### src/sv/dipid_pkg.sv
package dipid_pkg;

	localparam int DataW = 16;
	localparam int ErrW  = DataW + 1;
	localparam int CfgIdxW = 3;

	typedef enum logic [CfgIdxW-1:0] {
		REG_KP_LEFT  = 3'd0,
		REG_KI_LEFT  = 3'd1,
		REG_KD_LEFT  = 3'd2,
		REG_KP_RIGHT = 3'd3,
		REG_KI_RIGHT = 3'd4,
		REG_KD_RIGHT = 3'd5,
		REG_OUT_MIN  = 3'd6,
		REG_OUT_MAX  = 3'd7
	} cfg_reg_t;

	typedef struct packed {
		logic [DataW-1:0] kp;
		logic [DataW-1:0] ki;
		logic [DataW-1:0] kd;
	} gains_t;

	typedef struct packed {
		gains_t                   left;
		gains_t                   right;
		logic signed [DataW-1:0]  out_min;
		logic signed [DataW-1:0]  out_max;
	} cfg_t;

	localparam logic [DataW-1:0] KpLeftRst  = 16'd768;
	localparam logic [DataW-1:0] KiLeftRst  = 16'd82;
	localparam logic [DataW-1:0] KdLeftRst  = 16'd38;
	localparam logic [DataW-1:0] KpRightRst = 16'd768;
	localparam logic [DataW-1:0] KiRightRst = 16'd72;
	localparam logic [DataW-1:0] KdRightRst = 16'd26;
	localparam logic signed [DataW-1:0] OutMinRst = -16'sd10000;
	localparam logic signed [DataW-1:0] OutMaxRst = 16'sd10000;

endpackage

### src/sv/dipid_cfg.sv
module dipid_cfg (
	input  logic                              clk,
	input  logic                              arst_n,
	input  logic                              cfg_we,
	input  logic [dipid_pkg::CfgIdxW-1:0]     cfg_index,
	input  logic [dipid_pkg::DataW-1:0]       cfg_wdata,
	output dipid_pkg::cfg_t                   cfg
);

	dipid_pkg::cfg_t cfg_q;

	always_ff @(posedge clk or negedge arst_n) begin
		if (!arst_n) begin
			cfg_q.left.kp  <= dipid_pkg::KpLeftRst;
			cfg_q.left.ki  <= dipid_pkg::KiLeftRst;
			cfg_q.left.kd  <= dipid_pkg::KdLeftRst;
			cfg_q.right.kp <= dipid_pkg::KpRightRst;
			cfg_q.right.ki <= dipid_pkg::KiRightRst;
			cfg_q.right.kd <= dipid_pkg::KdRightRst;
			cfg_q.out_min  <= dipid_pkg::OutMinRst;
			cfg_q.out_max  <= dipid_pkg::OutMaxRst;
		end else if (cfg_we) begin
			case (dipid_pkg::cfg_reg_t'(cfg_index))
				dipid_pkg::REG_KP_LEFT:  cfg_q.left.kp  <= cfg_wdata;
				dipid_pkg::REG_KI_LEFT:  cfg_q.left.ki  <= cfg_wdata;
				dipid_pkg::REG_KD_LEFT:  cfg_q.left.kd  <= cfg_wdata;
				dipid_pkg::REG_KP_RIGHT: cfg_q.right.kp <= cfg_wdata;
				dipid_pkg::REG_KI_RIGHT: cfg_q.right.ki <= cfg_wdata;
				dipid_pkg::REG_KD_RIGHT: cfg_q.right.kd <= cfg_wdata;
				dipid_pkg::REG_OUT_MIN:  cfg_q.out_min  <= signed'(cfg_wdata);
				dipid_pkg::REG_OUT_MAX:  cfg_q.out_max  <= signed'(cfg_wdata);
				default: ;
			endcase
		end
	end

	assign cfg = cfg_q;

endmodule

### config.mk
export PLATFORM = sky130hd
export DESIGN_NAME = dipid_cfg
export DESIGN_NICKNAME = d
export VERILOG_FILES = /design/src/sv/dipid_pkg.sv /design/src/sv/dipid_cfg.sv
export SDC_FILE = /design/constraint.sdc
export NUM_CORES = 1
export LEC_CHECK = 0
export BUFFER_PORTS_ARGS = -buffer_cell sky130_fd_sc_hd__buf_4
export CAP_MARGIN = 20
export CORE_ASPECT_RATIO = 1.75
export CORE_UTILIZATION = 46
export CTS_CLUSTER_SIZE = 8
export DETAILED_ROUTE_END_ITERATION = 12
export MAX_ROUTING_LAYER = met4
export PLACE_DENSITY = 0.76
export SLEW_MARGIN = 0
export SYNTH_ARGS = -nofsm -noshare
export SYNTH_HDL_FRONTEND = slang
export SYNTH_SLANG_ARGS = --single-unit
### constraint.sdc
create_clock -name clk -period 0.8 [get_ports clk]
set_input_delay 0.08 -clock clk [delete_from_list [all_inputs] [get_ports clk]]
set_output_delay 0.08 -clock clk [all_outputs]
set_load 0.005 [all_outputs]
== Word-level counts from Yosys, hierarchy flattened ==
Cells that the tools add are included.

* Equality and inequality tests: 7
* Reductions and logical operators: 9

{| class="wikitable"
|+ Operators with widths
! operator !! number
|-
| 2-bit AND reduction || 8
|-
| 3-bit == test (second input constant) || 4
|-
| 3-bit by 2-bit == test with 1-bit output (second input constant) || 2
|-
| 3-bit by 1-bit == test with 1-bit output (second input constant) || 1
|-
| 3-bit logical NOT || 1
|}

* Register bits: 128
* Word-level logic and storage cells: 24
* Output and inout port bits: 128
* Input port bits: 22

== Depth between registers and ports, before layout ==
* Word-level depth: 2
* Depth in mapped cells: 5

== Least setup slack after synthesis ==
Ideal clock, no wire load.

* Path kind: input to register
* From: input port cfg_index[0] in the netlist's numbering
* To: register cfg_q (netlist bit cfg[118])
* Stages on the path: 4
* Setup slack: -0.496 ns
* Data required time: 0.675 ns
* Arrival: 1.171 ns
* Cells stage by stage: buf_6 nor4b_4 buf_8 mux2_4

* Cells in the longest elaborated chain, start to end: 2

{| class="wikitable"
|+ RTL lines
! element !! line !! text
|-
| start, declared || dipid_cfg.sv:5 || <nowiki>input logic [dipid_pkg::CfgIdxW-1:0] cfg_index,</nowiki>
|-
| 3-bit logical NOT || dipid_cfg.sv:23 || <nowiki>case (dipid_pkg::cfg_reg_t'(cfg_index))</nowiki>
|-
| 2-bit AND reduction (no source line) || n/a ||
|-
| end, declared || dipid_cfg.sv:10 || <nowiki>dipid_pkg::cfg_t cfg_q;</nowiki>
|}

Every way passes these cells.
A chain may end at the register's enable or synchronous reset.

== Worst setup path in the final report ==
* From: register cfg_q (netlist bit cfg[9])
* To: output port cfg[9] in the netlist's numbering

{| class="wikitable"
|+ RTL lines
! element !! line !! text
|-
| end, declared || dipid_cfg.sv:7 || <nowiki>output dipid_pkg::cfg_t cfg</nowiki>
|}

No word-level cell between the ends.

==> impl_metrics.tcl <==
set metrics [dict create \
    yosysSeqAreaShare_pct 65.4 \
    p_per_area_mw_per_mm2 2790 \
    cts.clk_slew.worst_paths_ns 0.06 \
    largest_register_ffs 128 \
    postSynthAreaPerCell_sq_um 17.7 \
    dp.cells 568 \
    ys_ff_latch 128 \
    drt_iter0_markers 153 \
    yosysWarnings 0 \
    layout_commonest_cell "buf_6" \
    core_area_sq_mm 0.0104 \
    hpwl_mm 8.91 \
    clock_insertion_delay_worst_skew_ns 0.41 \
    avgViaCountPerCell 5.25 \
    syn_to_final_growth_pct 76.8 \
    netlist_instances 279 \
    crit_fanout 2 \
    crit_path_cell_trace "buf_6" \
    setup_tns_ns -36.09 \
    rsz0062_at_grt "yes" \
    antenna_found_initial 0 \
    grt_usage_pct 29.6 \
    cp_data_required_time_ns 0.72 \
    place_congestion 0.740 \
    share_seq_of_total_power_pct 38.5 \
    antenna_cells 0 \
    min_path_type "in2async" \
    utilization_pct 84.5 \
    ctsLongestPathBuffers 2 \
    final_cell_mix "168 x buf_6, 100 x dfrtp_1, 78 x mux2_4" \
    htreeDepth 4 \
    fmax_ghz 0.878 \
    cpLargestDelayFamily "flip-flops" \
    maxCapViolations 0 \
    cts.sinks 128 \
    arrival_ns 1.06 \
    p_int_uw 18200 \
    portBuffers 149 \
    hold_viol 0 \
    fp.dieW_um 80.4 \
    fillers 455 \
    final_max_slew_viol_count 0 \
    power_frac_clock_pct 31.2 \
    violations "setup timing" \
    crit_cells 1 \
    setup_ws_ns -0.339 \
    total_power_uw 24400 \
    fin_crit_sh_pct 142 \
    whs_ns 0.115 \
    start_util_pct 47.8 \
    nets 563 \
    max_slew_margin_pct 78.9 \
    rows 49 \
    reg2reg_depth 2 \
    routed_wl_mm 15.7 \
    status "finished with violations" \
    p_switching_uw 6270 \
    tightestPinTransition_ns 0.316 \
    vias 3572 \
    grt_pass1_wl_mm 23.1 \
    combPwrFrac_pct 30.3 \
    cp_slowest_cell "dfstp_2" \
    fin_cells 680 \
    cts_buffers 17 \
    die-area_sq_mm 0.0112 \
    grt_max_degree 27 \
    fin_crit_ns 1.14 \
    critical_path_class "reg2out" \
    cts_tree "built" \
    start_kind "flop" \
    first_pass_iters 4 \
    syn_nets 301 \
    max_stage_delay_ns 0.55 \
    p_leak_uw 0.00421 \
    clockRootBuffer "clkbuf_16" \
    crit_path_end_kind "output port" \
    fin_skew_ns 0 \
    die_h_um 139 \
    drc_errors 0 \
    routedWlPerCell_um 23.2 \
    ant_nets 0 \
    grt.overflow.total 0 \
    drive_gt1_share_pct 78.8 \
    ir_worst_vdd_uv 1870 \
    synth_cell_types 12 \
    grt_pass1_vias 4022 \
    switching_share_pct 25.7 \
    io_pins 150 \
    finalSetupViolCount 202 \
    syn_area_sq_mm 0.00495 \
    critPathBufInv 1 \
]
==> cells in the mapped netlist, drive strengths merged <==
cell type / number / share of area [%]
nand4b: 3 / 0.91
nand4: 1 / 0.25
mux2: 128 / 30
dfrtp: 100 / 51
nor4bb: 3 / 0.61
dfstp: 28 / 15
nor4b: 1 / 0.48
buf: 15 / 2.5
==> routing by layer <==
metal	routed length [um]	vias to the layer above	track usage, %
met5	0	-	-
met4	582	0	12.0
met3	494	37	6.03
met2	8930	129	51.6
met1	5740	1887	32.1
li1	-	1519	-
==> through the flow <==
step | setup slack [ns] | cell area (sq um)
2_1_floorplan | -0.492 | 5220
3_3_place_gp | -0.516 | 6730
3_5_place_dp | -0.525 | 6730
4_1_cts | -0.341 | 8420
5_1_grt | -0.362 | 8750
6_report | -0.339 | 8750
==> power groups by stage <==
stage / clock, uW / sequential [uW] / combinational (uW)
final: 7640 / 9410 / 7400
after global routing: 7990 / 9530 / 7780
after CTS: 7650 / 9270 / 6840
after detailed placement: 0 / 9090 / 4970
after global placement: 0 / 9030 / 4820
after floorplan: 0 / 9050 / 1820
==> logic make-up after synthesis <==
| group | share of synthesized area [%] |
|---|---|
| muxes | 29.9 |
| DFF | 65.4 |
| buffers and inverters | 2.45 |
| and+or+nand+nor | 2.25 |
==> final timing paths <==
check                                   from       end  slack [ns]
min in group clk                cfg_index[0]  cfg[112]        0.22
worst max-delay path                  cfg[9]    cfg[9]       -0.34
worst min register to register       cfg[32]   cfg[32]        0.53
max in group asynchronous             arst_n   cfg[97]        0.16
worst max register to register       cfg[44]   cfg[44]       -0.13
worst min-delay path                  arst_n    cfg[2]        0.12
==> timing repair <==
action	in CTS	in global routing
pin swaps	1	3
buffers inserted	45	17
endpoints found under the hold margin	224	0
gates resized for setup	162	41
hold buffers	17	0
cloned	1	2
endpoints found under the setup margin	195	202
==> layout make-up <==
| type | instances | area (sq um) | share of cell area (%) |
|---|---|---|---|
| tap | 127 | 159 | 1.82 |
| clock buffer | 18 | 439 | 5.02 |
| timing repair buffer | 258 | 2870 | 32.8 |
| clock inverter | 13 | 140 | 1.60 |
| sequential | 128 | 3240 | 37.0 |
| multi-input combinational | 136 | 1910 | 21.8 |
==> worst register-to-register path, cell delays in order (launching register included) <==
cell and delay [ns]:
dfrtp_1 0.42, buf_6 0.13, mux2_4 0.26
(Power assumes the default switching activity.)
